[src/hw/rtl/scfp_pkg.sv]
// scfp_pkg: types, codes and constants shared by the frame parser modules
// no dependencies; every other file refers to it by scoped names
package scfp_pkg;

  localparam int unsigned BYTE_W     = 8;
  localparam int unsigned INDEX_W    = 12;
  localparam int unsigned SUM_W      = 16;
  localparam int unsigned SEQ_W      = 16;
  localparam int unsigned FT_W       = 17;
  localparam int unsigned CFG_IDX_W  = 2;
  localparam int unsigned CFG_DATA_W = 8;

  // frame layout
  localparam int unsigned POS_LEN_HIGH   = 2;
  localparam int unsigned POS_LEN_LOW    = 3;
  localparam int unsigned POS_SEQ_HIGH   = 4;
  localparam int unsigned POS_SEQ_LOW    = 5;
  localparam int unsigned POS_CMD        = 6;
  localparam int unsigned FRAME_OVERHEAD = 6;
  localparam int unsigned RUNT_TOTAL     = 9;

  // queue between front and back
  localparam int unsigned QUEUE_DEPTH = 2;
  localparam int unsigned QPTR_W      = (QUEUE_DEPTH > 1) ? $clog2(QUEUE_DEPTH) : 1;
  localparam int unsigned QCNT_W      = $clog2(QUEUE_DEPTH + 1);

  // register indexes
  localparam logic [CFG_IDX_W-1:0] REG_HEAD_FIRST   = 2'd0;
  localparam logic [CFG_IDX_W-1:0] REG_HEAD_SECOND  = 2'd1;
  localparam logic [CFG_IDX_W-1:0] REG_CHECK_ENABLE = 2'd2;

  localparam logic [BYTE_W-1:0] HEAD_FIRST_RESET  = 8'h5A;
  localparam logic [BYTE_W-1:0] HEAD_SECOND_RESET = 8'hA5;

  localparam logic [BYTE_W-1:0] CMD_FORWARD = 8'h01;
  localparam logic [BYTE_W-1:0] CMD_SHELL   = 8'h02;

  typedef enum logic [1:0] {
    HUNT_FIRST,
    HUNT_SECOND,
    IN_FRAME
  } hunt_t;

  typedef enum logic [2:0] {
    KIND_LEN_HIGH,
    KIND_PLAIN,
    KIND_SEQ_HIGH,
    KIND_SEQ_LOW,
    KIND_CMD,
    KIND_SUM_HIGH,
    KIND_SUM_LOW
  } kind_t;

  typedef enum logic [1:0] {
    CLOSE_NONE,
    CLOSE_DONE,
    CLOSE_RUNT,
    CLOSE_OVERFLOW
  } close_t;

  typedef enum logic [2:0] {
    VERDICT_NONE     = 3'd0,
    VERDICT_FORWARD  = 3'd1,
    VERDICT_SHELL    = 3'd2,
    VERDICT_UNKNOWN  = 3'd3,
    VERDICT_SUM_FAIL = 3'd4,
    VERDICT_OVERFLOW = 3'd5,
    VERDICT_RUNT     = 3'd6
  } verdict_t;

  typedef struct packed {
    logic [BYTE_W-1:0] head_first;
    logic [BYTE_W-1:0] head_second;
    logic              check_enable;
  } cfg_t;

  // one classified body byte on its way from front to back
  typedef struct packed {
    logic [BYTE_W-1:0]  data;
    logic [INDEX_W-1:0] index;
    kind_t              kind;
    close_t             close;
  } item_t;

  typedef struct packed {
    logic [BYTE_W-1:0]  body_byte;
    logic [INDEX_W-1:0] byte_index;
    logic               last;
    verdict_t           verdict;
    logic [BYTE_W-1:0]  command;
    logic [SEQ_W-1:0]   sequence_res;
    logic               sum_ok;
    logic [SUM_W-1:0]   computed_sum;
  } result_t;

endpackage

[src/hw/rtl/scfp_front.sv]
// scfp_front: header hunt and frame position tracking, classifies body bytes
// depends on scfp_pkg
module scfp_front #(
  parameter int MAX_PACKET = 4096
) (
  input  logic                        clk,
  input  logic                        rst,
  input  logic                        fire,
  input  logic [scfp_pkg::BYTE_W-1:0] rx_byte,
  input  scfp_pkg::cfg_t              cfg,
  output logic                        push,
  output scfp_pkg::item_t             item
);

  localparam int PW = $clog2(MAX_PACKET + 1);
  localparam int CW = ((PW > scfp_pkg::FT_W) ? PW : scfp_pkg::FT_W) + 1;
  localparam int XW = PW + scfp_pkg::INDEX_W;

  scfp_pkg::hunt_t                 phase, phase_next;
  logic [PW-1:0]                   position, position_next;
  logic [scfp_pkg::FT_W-1:0]       frame_total, frame_total_next;
  logic [scfp_pkg::BYTE_W-1:0]     length_high, length_high_next;

  logic [CW-1:0] pos_w, tot_w;
  logic [XW-1:0] pos_x;
  logic          is_sum, done, overflow;

  assign pos_w    = CW'(position);
  assign tot_w    = CW'(frame_total);
  assign pos_x    = XW'(position);
  assign is_sum   = (frame_total != '0) && (pos_w + CW'(2) >= tot_w);
  assign done     = (frame_total != '0) && (pos_w + CW'(1) == tot_w);
  assign overflow = !done && (pos_w + CW'(1) >= CW'(MAX_PACKET));

  // next state
  always_comb begin
    phase_next       = phase;
    position_next    = position;
    frame_total_next = frame_total;
    length_high_next = length_high;
    if (fire) begin
      case (phase)
        scfp_pkg::HUNT_FIRST: begin
          if (rx_byte == cfg.head_first) phase_next = scfp_pkg::HUNT_SECOND;
        end
        scfp_pkg::HUNT_SECOND: begin
          if (rx_byte == cfg.head_second) begin
            phase_next       = scfp_pkg::IN_FRAME;
            position_next    = PW'(scfp_pkg::POS_LEN_HIGH);
            frame_total_next = '0;
          end else if (rx_byte != cfg.head_first) begin
            phase_next = scfp_pkg::HUNT_FIRST;
          end
        end
        scfp_pkg::IN_FRAME: begin
          position_next = PW'(pos_w + CW'(1));
          if (!is_sum) begin
            if (position == PW'(scfp_pkg::POS_LEN_HIGH)) begin
              length_high_next = rx_byte;
            end else if (position == PW'(scfp_pkg::POS_LEN_LOW)) begin
              frame_total_next = scfp_pkg::FT_W'({length_high, rx_byte})
                               + scfp_pkg::FT_W'(scfp_pkg::FRAME_OVERHEAD);
            end
          end
          if (done || overflow) begin
            phase_next       = scfp_pkg::HUNT_FIRST;
            position_next    = '0;
            frame_total_next = '0;
          end
        end
        default: begin
          phase_next = scfp_pkg::HUNT_FIRST;
        end
      endcase
    end
  end

  // outputs
  always_comb begin
    push       = fire && (phase == scfp_pkg::IN_FRAME);
    item.data  = rx_byte;
    item.index = pos_x[scfp_pkg::INDEX_W-1:0];
    if (is_sum) begin
      item.kind = (pos_w + CW'(2) == tot_w) ? scfp_pkg::KIND_SUM_HIGH
                                            : scfp_pkg::KIND_SUM_LOW;
    end else begin
      case (position)
        PW'(scfp_pkg::POS_LEN_HIGH): item.kind = scfp_pkg::KIND_LEN_HIGH;
        PW'(scfp_pkg::POS_SEQ_HIGH): item.kind = scfp_pkg::KIND_SEQ_HIGH;
        PW'(scfp_pkg::POS_SEQ_LOW):  item.kind = scfp_pkg::KIND_SEQ_LOW;
        PW'(scfp_pkg::POS_CMD):      item.kind = scfp_pkg::KIND_CMD;
        default:                     item.kind = scfp_pkg::KIND_PLAIN;
      endcase
    end
    if (done) begin
      item.close = (frame_total < scfp_pkg::FT_W'(scfp_pkg::RUNT_TOTAL))
                 ? scfp_pkg::CLOSE_RUNT : scfp_pkg::CLOSE_DONE;
    end else if (overflow) begin
      item.close = scfp_pkg::CLOSE_OVERFLOW;
    end else begin
      item.close = scfp_pkg::CLOSE_NONE;
    end
  end

  always_ff @(posedge clk) begin
    if (rst) begin
      phase       <= scfp_pkg::HUNT_FIRST;
      position    <= '0;
      frame_total <= '0;
      length_high <= '0;
    end else begin
      phase       <= phase_next;
      position    <= position_next;
      frame_total <= frame_total_next;
      length_high <= length_high_next;
    end
  end

endmodule

[src/hw/rtl/scfp_queue.sv]
// scfp_queue: short fifo of classified items between front and back
// depends on scfp_pkg
module scfp_queue (
  input  logic            clk,
  input  logic            rst,
  input  logic            push,
  input  scfp_pkg::item_t push_item,
  input  logic            pop,
  output logic            full,
  output logic            head_valid,
  output scfp_pkg::item_t head_item
);

  scfp_pkg::item_t                entries [scfp_pkg::QUEUE_DEPTH];
  logic [scfp_pkg::QPTR_W-1:0]    wr_ptr, rd_ptr;
  logic [scfp_pkg::QCNT_W-1:0]    count, count_next;

  function automatic logic [scfp_pkg::QPTR_W-1:0] bump(
    input logic [scfp_pkg::QPTR_W-1:0] p
  );
    return (p == scfp_pkg::QPTR_W'(scfp_pkg::QUEUE_DEPTH - 1)) ? '0 : p + 1'b1;
  endfunction

  assign full       = (count == scfp_pkg::QCNT_W'(scfp_pkg::QUEUE_DEPTH));
  assign head_valid = (count != '0);
  assign head_item  = entries[rd_ptr];

  always_comb begin
    count_next = count;
    case ({push, pop})
      2'b10:   count_next = count + 1'b1;
      2'b01:   count_next = count - 1'b1;
      default: count_next = count;
    endcase
  end

  always_ff @(posedge clk) begin
    if (push) entries[wr_ptr] <= push_item;
  end

  always_ff @(posedge clk) begin
    if (rst) begin
      wr_ptr <= '0;
      rd_ptr <= '0;
      count  <= '0;
    end else begin
      if (push) wr_ptr <= bump(wr_ptr);
      if (pop)  rd_ptr <= bump(rd_ptr);
      count <= count_next;
    end
  end

endmodule

[src/hw/rtl/scfp_back.sv]
// scfp_back: running sum, field capture, verdict and output register
// depends on scfp_pkg
module scfp_back (
  input  logic              clk,
  input  logic              rst,
  input  scfp_pkg::cfg_t    cfg,
  input  logic              head_valid,
  input  scfp_pkg::item_t   head_item,
  input  logic              out_stall,
  output logic              pop,
  output logic              out_valid,
  output scfp_pkg::result_t res
);

  logic [scfp_pkg::SUM_W-1:0]  running_sum, sum_base, sum_new;
  logic [scfp_pkg::SEQ_W-1:0]  sequence_reg, seq_base, seq_new;
  logic [scfp_pkg::BYTE_W-1:0] command_reg, cmd_base, cmd_new;
  logic [scfp_pkg::BYTE_W-1:0] sum_high, sum_high_new;
  logic                        match, out_valid_next;
  scfp_pkg::result_t           res_next;

  assign pop = head_valid && (!out_valid || !out_stall);

  always_comb begin
    if (head_item.kind == scfp_pkg::KIND_LEN_HIGH) begin
      // first body byte: sum restarts from the two header bytes
      sum_base = scfp_pkg::SUM_W'(cfg.head_first) + scfp_pkg::SUM_W'(cfg.head_second);
      seq_base = '0;
      cmd_base = '0;
    end else begin
      sum_base = running_sum;
      seq_base = sequence_reg;
      cmd_base = command_reg;
    end
    sum_new      = sum_base + scfp_pkg::SUM_W'(head_item.data);
    seq_new      = seq_base;
    cmd_new      = cmd_base;
    sum_high_new = sum_high;
    case (head_item.kind)
      scfp_pkg::KIND_SEQ_HIGH: seq_new = {head_item.data, seq_base[scfp_pkg::BYTE_W-1:0]};
      scfp_pkg::KIND_SEQ_LOW:  seq_new = {seq_base[scfp_pkg::SEQ_W-1:scfp_pkg::BYTE_W],
                                          head_item.data};
      scfp_pkg::KIND_CMD:      cmd_new = head_item.data;
      scfp_pkg::KIND_SUM_HIGH: begin
        sum_new      = sum_base;
        sum_high_new = head_item.data;
      end
      scfp_pkg::KIND_SUM_LOW:  sum_new = sum_base;
      default: ;
    endcase
  end

  assign match = ({sum_high, head_item.data} == sum_new);

  always_comb begin
    res_next.body_byte    = head_item.data;
    res_next.byte_index   = head_item.index;
    res_next.computed_sum = sum_new;
    res_next.last         = 1'b1;
    res_next.command      = cmd_new;
    res_next.sequence_res = seq_new;
    res_next.sum_ok       = 1'b0;
    res_next.verdict      = scfp_pkg::VERDICT_NONE;
    case (head_item.close)
      scfp_pkg::CLOSE_DONE: begin
        res_next.sum_ok = match;
        if (cfg.check_enable && !match) res_next.verdict = scfp_pkg::VERDICT_SUM_FAIL;
        else if (cmd_new == scfp_pkg::CMD_FORWARD) res_next.verdict = scfp_pkg::VERDICT_FORWARD;
        else if (cmd_new == scfp_pkg::CMD_SHELL) res_next.verdict = scfp_pkg::VERDICT_SHELL;
        else res_next.verdict = scfp_pkg::VERDICT_UNKNOWN;
      end
      scfp_pkg::CLOSE_RUNT: begin
        res_next.sum_ok       = match;
        res_next.verdict      = scfp_pkg::VERDICT_RUNT;
        res_next.command      = '0;
        res_next.sequence_res = '0;
      end
      scfp_pkg::CLOSE_OVERFLOW: begin
        res_next.verdict = scfp_pkg::VERDICT_OVERFLOW;
      end
      default: begin
        res_next.last         = 1'b0;
        res_next.command      = '0;
        res_next.sequence_res = '0;
      end
    endcase
  end

  assign out_valid_next = pop ? 1'b1 : (out_valid && out_stall);

  always_ff @(posedge clk) begin
    if (pop) begin
      running_sum  <= sum_new;
      sequence_reg <= seq_new;
      command_reg  <= cmd_new;
      sum_high     <= sum_high_new;
      res          <= res_next;
    end
  end

  always_ff @(posedge clk) begin
    if (rst) out_valid <= 1'b0;
    else     out_valid <= out_valid_next;
  end

endmodule

[src/hw/rtl/sum_checked_frame_parser.sv]
// sum_checked_frame_parser: length-prefixed frame parser with 16-bit byte sum
// an accepted body byte is written into the queue, then into the output register that shows it as a result
// one byte per cycle while the queue is not full, set by the hunt/position loop in the front
// header and hunted bytes give no result; a stalled output backs up a two-item queue
// reset (rst, synchronous, active high) restores header bytes 0x5a/0xa5, disables checking
// and returns to hunting with the queue and output register empty
module sum_checked_frame_parser #(
  parameter int MAX_PACKET = 4096
) (
  input  logic                            clk,
  input  logic                            rst,
  // configuration write port
  input  logic                            cfg_write,
  input  logic [scfp_pkg::CFG_IDX_W-1:0]  cfg_index,
  input  logic [scfp_pkg::CFG_DATA_W-1:0] cfg_data,
  // received byte channel
  input  logic                            in_valid,
  output logic                            in_stall,
  input  logic [7:0]                      rx_byte,
  // result channel
  output logic                            out_valid,
  input  logic                            out_stall,
  output logic [7:0]                      body_byte,
  output logic [11:0]                     byte_index,
  output logic                            last,
  output logic [2:0]                      verdict,
  output logic [7:0]                      command,
  output logic [15:0]                     sequence_res,
  output logic                            sum_ok,
  output logic [15:0]                     computed_sum
);

  scfp_pkg::cfg_t    cfg;
  scfp_pkg::item_t   push_item, head_item;
  scfp_pkg::result_t res;
  logic              in_fire, push, pop, q_full, head_valid;

  // configuration registers: write only while the parser is idle, the block does not check
  always_ff @(posedge clk) begin
    if (rst) begin
      cfg.head_first   <= scfp_pkg::HEAD_FIRST_RESET;
      cfg.head_second  <= scfp_pkg::HEAD_SECOND_RESET;
      cfg.check_enable <= 1'b0;
    end else if (cfg_write) begin
      case (cfg_index)
        scfp_pkg::REG_HEAD_FIRST:   cfg.head_first   <= cfg_data;
        scfp_pkg::REG_HEAD_SECOND:  cfg.head_second  <= cfg_data;
        scfp_pkg::REG_CHECK_ENABLE: cfg.check_enable <= cfg_data[0];
        default: ; // index beyond the list is dropped
      endcase
    end
  end

  // input is held off only when the queue is full, so the front runs freely
  assign in_stall = q_full;
  assign in_fire  = in_valid && !in_stall;

  // front: hunts the header, tracks position and length, tags each body item
  scfp_front #(
    .MAX_PACKET (MAX_PACKET)
  ) u_front (
    .clk     (clk),
    .rst     (rst),
    .fire    (in_fire),
    .rx_byte (rx_byte),
    .cfg     (cfg),
    .push    (push),
    .item    (push_item)
  );

  // queue lets the front keep taking bytes while a result waits downstream
  scfp_queue u_queue (
    .clk        (clk),
    .rst        (rst),
    .push       (push),
    .push_item  (push_item),
    .pop        (pop),
    .full       (q_full),
    .head_valid (head_valid),
    .head_item  (head_item)
  );

  // back: sum, sequence/command capture, verdict, registered result
  scfp_back u_back (
    .clk        (clk),
    .rst        (rst),
    .cfg        (cfg),
    .head_valid (head_valid),
    .head_item  (head_item),
    .out_stall  (out_stall),
    .pop        (pop),
    .out_valid  (out_valid),
    .res        (res)
  );

  assign body_byte    = res.body_byte;
  assign byte_index   = res.byte_index;
  assign last         = res.last;
  assign verdict      = res.verdict;
  assign command      = res.command;
  assign sequence_res = res.sequence_res;
  assign sum_ok       = res.sum_ok;
  assign computed_sum = res.computed_sum;

endmodule

[config.mk]
export PLATFORM = sky130hd
export DESIGN_NAME = sum_checked_frame_parser
export DESIGN_NICKNAME = d
export VERILOG_FILES = /design/src/hw/rtl/scfp_pkg.sv /design/src/hw/rtl/scfp_front.sv /design/src/hw/rtl/scfp_queue.sv /design/src/hw/rtl/scfp_back.sv /design/src/hw/rtl/sum_checked_frame_parser.sv
export SDC_FILE = /design/constraint.sdc
export NUM_CORES = 1
export LEC_CHECK = 0
export BUFFER_PORTS_ARGS = -buffer_cell sky130_fd_sc_hd__buf_4
export CAP_MARGIN = 20
export CORE_MARGIN = 5
export CORE_UTILIZATION = 40
export CTS_CLUSTER_SIZE = 14
export DETAILED_ROUTE_END_ITERATION = 10
export SYNTH_ARGS = -nofsm -noshare
export SYNTH_HDL_FRONTEND = slang
export SYNTH_HIERARCHICAL = 1
export SYNTH_SLANG_ARGS = --single-unit
[constraint.sdc]
create_clock -name clk -period 10.1 [get_ports clk]
set_input_delay 1.01 -clock clk [delete_from_list [all_inputs] [get_ports clk]]
set_output_delay 1.01 -clock clk [all_outputs]
set_load 0.03 [all_outputs]
==> results.py, run 1 <==
metrics = {
    "layout": {
        "drive_gt1_frac": 0.180,
        "final_common_cell": "edfxtp_1",
        "area_growth_pct": 13.5,
        "reg_top3": "u_queue/entries (50), u_back/res (49)",
        "largest_reg_flops": 50,
        "nNetsFinal": 1217,
        "top_register": "u_queue/entries",
        "final_core_util": 0.457,
        "final_cell_mix": "edfxtp_1 (147), buf_4 (95), nor2_1 (81), nand2_1 (75), dfxtp_1 (63)",
        "diodes": 0,
    },
    "sta": {
        "rsz0062_at_grt": "no",
        "finalHoldViolCount": 0,
        "post-route-min-period_ns": 5.84,
        "setup-tns-final_ns": 0,
        "final-max-slew-violation-count": 0,
        "worst_slew_pin_slew_ns": 0.971,
        "fmax_ghz": 0.171,
        "final-setup-viol-count": 0,
        "slew_headroom": 0.351,
        "fin_skew_ns": 0.0141,
        "fin_crit_sh": 0.579,
    },
    "power_and_ir_drop": {
        "seqPwrFrac": 0.399,
        "switching_share": 0.324,
        "clkPwrFrac": 0.311,
        "p_int_uw": 1900,
        "p_switching_uw": 911,
        "p_comb_frac": 0.291,
        "p_leak_uw": 0.00496,
        "ir_drop_uv": 121,
        "power_density_nw_per_um2": 209,
    },
    "worst_setup_path": {
        "worstSetupEndpointType": "flop",
        "worst_ep_required_time_ns": 10.37,
        "crit_type": "flop to flop",
        "ff2ff_path_depth": 16,
        "startpoint_type": "flop",
        "crit_arrival_ns": 6.11,
        "cp_max_fo": 25,
    },
    "grt": {
        "grt_first_pass_wirelength_um": 44900,
        "grt_use_total": 0.166,
        "antenna_found_initial": 0,
        "gr-total-overflow": 0,
        "grt_start_max_net_pins": 57,
        "first_global_vias": 8084,
    },
    "clock_tree": {
        "cts_resized": 0,
        "clk_latency_ns": 0.51,
        "numCtsBuffers": 24,
        "cts.reportedPaths.clkPinSlew_ns": 0.06,
        "clock_path_buffers": 3,
        "cts_setup_buffers": 0,
        "clockRootBuffer": "clkbuf_16",
        "cts_max_level": 1,
        "cts_tree": "done",
        "clock_sinks": 210,
        "holdBufCountCts": 0,
    },
    "route": {
        "totalWireLength_um": 28000,
        "drtIter0Drc": 574,
        "wl_per_cell_um": 18.0,
        "drc": 0,
        "first_pass_iters": 5,
        "dr_total_vias": 8296,
        "ant_nets": 0,
        "drt-vias-per-instance": 5.34,
    },
    "yosys": {
        "async_flop_share": 0,
        "synth-edff-count": 147,
        "postSynthRegisterBits": 210,
        "synth_flop_cell": "edfxtp_1",
        "synth_area_sq_um": 11900,
        "ys.warnings.count": 6,
        "synth_fp_nets": 1169,
        "synth_cells": 1099,
        "ys_seq_area_frac": 0.478,
        "ys_types": 85,
        "avgSynthCellArea_sq_um": 10.8,
    },
    "placement": {
        "port_buffers": 89,
        "place_hpwl_um": 20300,
        "routabilityCongestion": 0.889,
    },
    "die": {
        "dieArea_sq_um": 33200,
        "initial_core_util": 0.402,
        "die_h_um": 182,
        "ioPinCount": 90,
        "coreArea_sq_um": 29500,
        "rows": 63,
        "fp.dieW_um": 182,
    },
    "worst_hold_path": {
        "min_path_cells": 1,
        "hp-class": "flop to flop",
    },
    "status": {
        "outcome": "finished, final reports clean",
    },
    "run": {
        "cap_viol_max_count": 0,
    },
}
==> per-layer routing <==
metal	global-route usage	share of wire	up-vias
met5	0	0	-
met4	0.0384	0.019	0
met3	0.0263	0.059	42
met2	0.265	0.46	227
met1	0.238	0.47	3975
li1	-	-	4052
==> cell usage after synthesis (all sizes together) (6+ instances only) <==
cell,n,share of area
o21ai,37,0.016
nand2b,24,0.013
o21a,6,0.0038
a21oi,41,0.018
nor2,82,0.026
nand2,76,0.025
edfxtp,147,0.37
a21o,11,0.0070
and3,11,0.0058
a211oi,11,0.0070
mux2,29,0.028
ha,45,0.047
and2,26,0.014
and4,6,0.0044
clkbuf,31,0.010
buf,43,0.026
xnor2,48,0.037
mux2i,35,0.030
a31oi,12,0.0063
dfxtp,63,0.11
nand3b,8,0.0051
o22ai,6,0.0032
or3,9,0.0052
o211ai,10,0.0063
xor2,40,0.031
inv,60,0.019
nor4,13,0.0092
nand4,14,0.0097
nand3,37,0.018
nor3,18,0.0080
or2,9,0.0047
nor2b,9,0.0047
o2bb2ai,17,0.018
==> critical path: stages, from the launching register on <==
cell and delay [ns]:
dfxtp_1 0.67, buf_4 0.32, mux2_2 0.57, nor3_2 0.67, nand2_1 0.11, nand2_1 0.08
ha_1 0.18, inv_1 0.07, fa_1 0.40, nand2b_1 0.18, a211o_1 0.35, a21o_1 0.26
nor2_1 0.23, xnor3_1 0.27, or4b_1 0.45, or4_4 0.54, a41o_1 0.24
==> path summary, 6_finish.rpt <==
path                                         startpoint  slack (ns)                      end
worst min register to register  u_front/frame_total[15]        0.49  u_front/frame_total[15]
worst max-delay path                               flop        4.26           u_back/res[43]
worst min-delay path            u_front/frame_total[15]        0.49  u_front/frame_total[15]
worst max register to register                     flop        4.26           u_back/res[43]
==> power by group through the flow <==
stage                     logic [uW]  clock network (uW)  registers, uW
after floorplan                  479                   0           1270
after global placement           815                   0           1140
after detailed placement         819                   0           1140
after CTS                        822                 897           1120
after global routing             889                 943           1130
final                            818                 873           1120
==> cell families after synthesis <==
kind of cell / share of synthesized area
muxes: 0.0571
xor gates and xnor gates: 0.0719
and+or+nand+nor: 0.164
buffers and inverters: 0.0555
DFF: 0.478
adders and majority gates: 0.0508
AOI/OAI and AO/OA: 0.122
==> per-stage QoR <==
step / worst slack (ns) / cells / power [uW] / area, sq um / hold WS, ns
floorplan: 0.789 / 1099 / 1750 / 11900 / 0.454
CTS: 4.23 / 1554 / 2840 / 13500 / 0.490
global placement: 4.35 / 1510 / 1960 / 12600 / 0.475
finish: 4.26 / 1555 / 2810 / 13500 / 0.486
detailed placement: 4.26 / 1510 / 1960 / 12600 / 0.480
global route: 3.97 / 1555 / 2960 / 13500 / 0.496
==> final cells by class <==
| class | instances | area [sq um] |
|---|---|---|
| clock buffer | 32 | 682 |
| multi-input combinational | 755 | 5550 |
| sequential | 210 | 5680 |
| tap | 390 | 488 |
| inverter | 60 | 225 |
| clock inverter | 12 | 126 |
| fill | 2792 | 16000 |
| timing repair buffer | 96 | 724 |
No activity file was read; power rests on OpenSTA's default activity.
==> run 2, diff against run 1 <==
==> constraint.sdc (replaced) <==
create_clock -name clk -period 5.97 [get_ports clk]
set_input_delay 0.597 -clock clk [delete_from_list [all_inputs] [get_ports clk]]
set_output_delay 0.597 -clock clk [all_outputs]
set_load 0.03 [all_outputs]
==> run 2 against run 1 <==
Utilization about the same. Sequential share of layout area about the same. Clock skew increased by 0.013 ns. Combinational power increased by 71%. Maximum frequency increased by 17%. Clock power increased by 67%. Critical path type unchanged. Power increased by 69%. Worst hold slack got worse by 0.15 ns.
==> results.py, run 2 (synthesis results as in run 1) <==
metrics = {
    "route": {
        "drt-met1-wl_um": 13500,
        "wl_met2_um": 13100,
        "dr_total_vias": 8312,
        "wl_per_cell_um": 18.3,
        "drtIter0Drc": 566,
        "totalWireLength_um": 28600,
        "first_pass_iters": 5,
        "ant_nets": 0,
        "drc": 0,
        "drt-vias-per-instance": 5.33,
        "wl_met3_um": 1470,
        "top_layer": "met4",
    },
    "worst_setup_path": {
        "cp_max_fo": 24,
        "crit_arrival_ns": 5.27,
        "r2r-end": "u_back/res[43]",
        "ff2ff_path_depth": 14,
        "worstSetupEndpointType": "flop",
        "startpoint_type": "flop",
        "endpoint": "u_back/res[43]",
        "worst_ep_required_time_ns": 6.24,
        "crit_type": "flop to flop",
        "r2r_slack_ns": 0.97,
    },
    "power_and_ir_drop": {
        "ir_drop_uv": 215,
        "power_density_nw_per_um2": 352,
        "p_leak_uw": 0.00498,
    },
    "layout": {
        "diodes": 0,
        "reg_top3": "u_queue/entries (50), u_back/res (49)",
        "final_common_cell": "edfxtp_1",
        "nNetsFinal": 1222,
        "top_register": "u_queue/entries",
        "largest_reg_flops": 50,
        "area_growth_pct": 13.7,
        "fill_cells": 2788,
        "final_cell_mix": "edfxtp_1 (147), buf_4 (99), nor2_1 (81), nand2_1 (75), dfxtp_1 (63)",
        "post-route-cell-area_sq_um": 13500,
        "drive_gt1_frac": 0.185,
    },
    "sta": {
        "fmax_ghz": 0.200,
        "setup-tns-final_ns": 0,
        "finalHoldViolCount": 0,
        "fin_skew_ns": 0.0275,
        "final-setup-viol-count": 0,
        "rsz0062_at_grt": "no",
        "fin_crit_sh": 0.837,
        "final-max-slew-violation-count": 0,
        "slew_headroom": 0.353,
        "post-route-min-period_ns": 5.00,
        "worst_slew_pin_slew_ns": 0.968,
    },
    "clock_tree": {
        "clock_path_buffers": 3,
        "cts_max_level": 1,
        "clock_sinks": 210,
        "cts_setup_buffers": 0,
        "numCtsBuffers": 25,
        "cts.reportedPaths.clkPinSlew_ns": 0.06,
        "clk_latency_ns": 0.52,
        "cts_tree": "done",
        "holdBufCountCts": 0,
        "clockRootBuffer": "clkbuf_16",
        "cts_resized": 0,
    },
    "grt": {
        "grt_start_max_net_pins": 57,
        "grt_use_total": 0.169,
        "gr-total-overflow": 0,
        "first_global_vias": 8214,
        "grt_first_pass_wirelength_um": 45400,
        "antenna_found_initial": 0,
    },
    "die": {
        "initial_core_util": 0.402,
        "ioPinCount": 90,
        "rows": 63,
        "coreArea_sq_um": 29500,
        "die_h_um": 182,
        "dieArea_sq_um": 33200,
        "fp.dieW_um": 182,
    },
    "placement": {
        "placed_area_sq_um": 12700,
        "port_buffers": 89,
        "place_hpwl_um": 20800,
        "routabilityCongestion": 0.883,
    },
    "run": {
        "cap_viol_max_count": 0,
    },
    "worst_hold_path": {
        "hp-class": "input port to flop",
    },
    "status": {
        "outcome": "finished, final reports clean",
    },
}
run 2: where the power goes:
part	internal [uW]	total, uW	switching, uW
clock network	868	1460	587
logic	523	1400	882
registers	1810	1890	82.4
run 2: cell type report:
type,count,area [sq um],share of cell area
timing repair buffer,100,754,0.0560
inverter,60,225,0.0167
multi-input combinational,755,5550,0.411
clock inverter,10,86.3,0.00640
clock buffer,35,706,0.0523
tap,390,488,0.0362
sequential,210,5680,0.421
run 2: metal layers:
metal / up-vias / global-route usage
met5: - / 0
li1: 4085 / -
met4: 0 / 0.0384
met2: 173 / 0.273
met1: 4019 / 0.240
met3: 35 / 0.0257
run 2: how the worst min path moves through the flow:
stage	startpoint	endpoint	slack [ns]	cells past startpoint
after floorplan	u_front/frame_total[13]	u_front/frame_total[13]	0.45	1
after global placement	u_front/frame_total[15]	u_front/frame_total[15]	0.47	1
after detailed placement	u_front/frame_total[15]	u_front/frame_total[15]	0.48	1
after CTS	rx_byte[0]	u_queue/entries[0][17]	0.32	1
after global routing	rx_byte[0]	u_queue/entries[0][17]	0.32	1
final	rx_byte[0]	u_queue/entries[0][17]	0.34	1
run 2: metrics by stage:
stage	utilization	total power, uW	setup slack, ns	std cells	hold WS, ns
2_1_floorplan	-	2920	0.754	1099	0.454
3_3_place_gp	0.430	3320	1.12	1514	0.473
3_5_place_dp	0.430	3320	1.03	1515	0.478
4_1_cts	0.457	4800	1.02	1560	0.321
5_1_grt	0.457	4990	0.662	1560	0.324
6_report	0.457	4750	0.972	1560	0.341
run 2: critical path, cell delays in order, from the launching register on:
cell and delay [ns]:
dfxtp_1 0.36, buf_4 0.26, mux2_2 0.40, or3_4 0.53
nand2_1 0.11, o21ai_0 0.09, ha_1 0.43, a21oi_1 0.40
and2_1 0.21, a21o_1 0.26, nor2_1 0.13, xnor3_1 0.31
or4b_1 0.46, or4_4 0.55, a41o_1 0.26
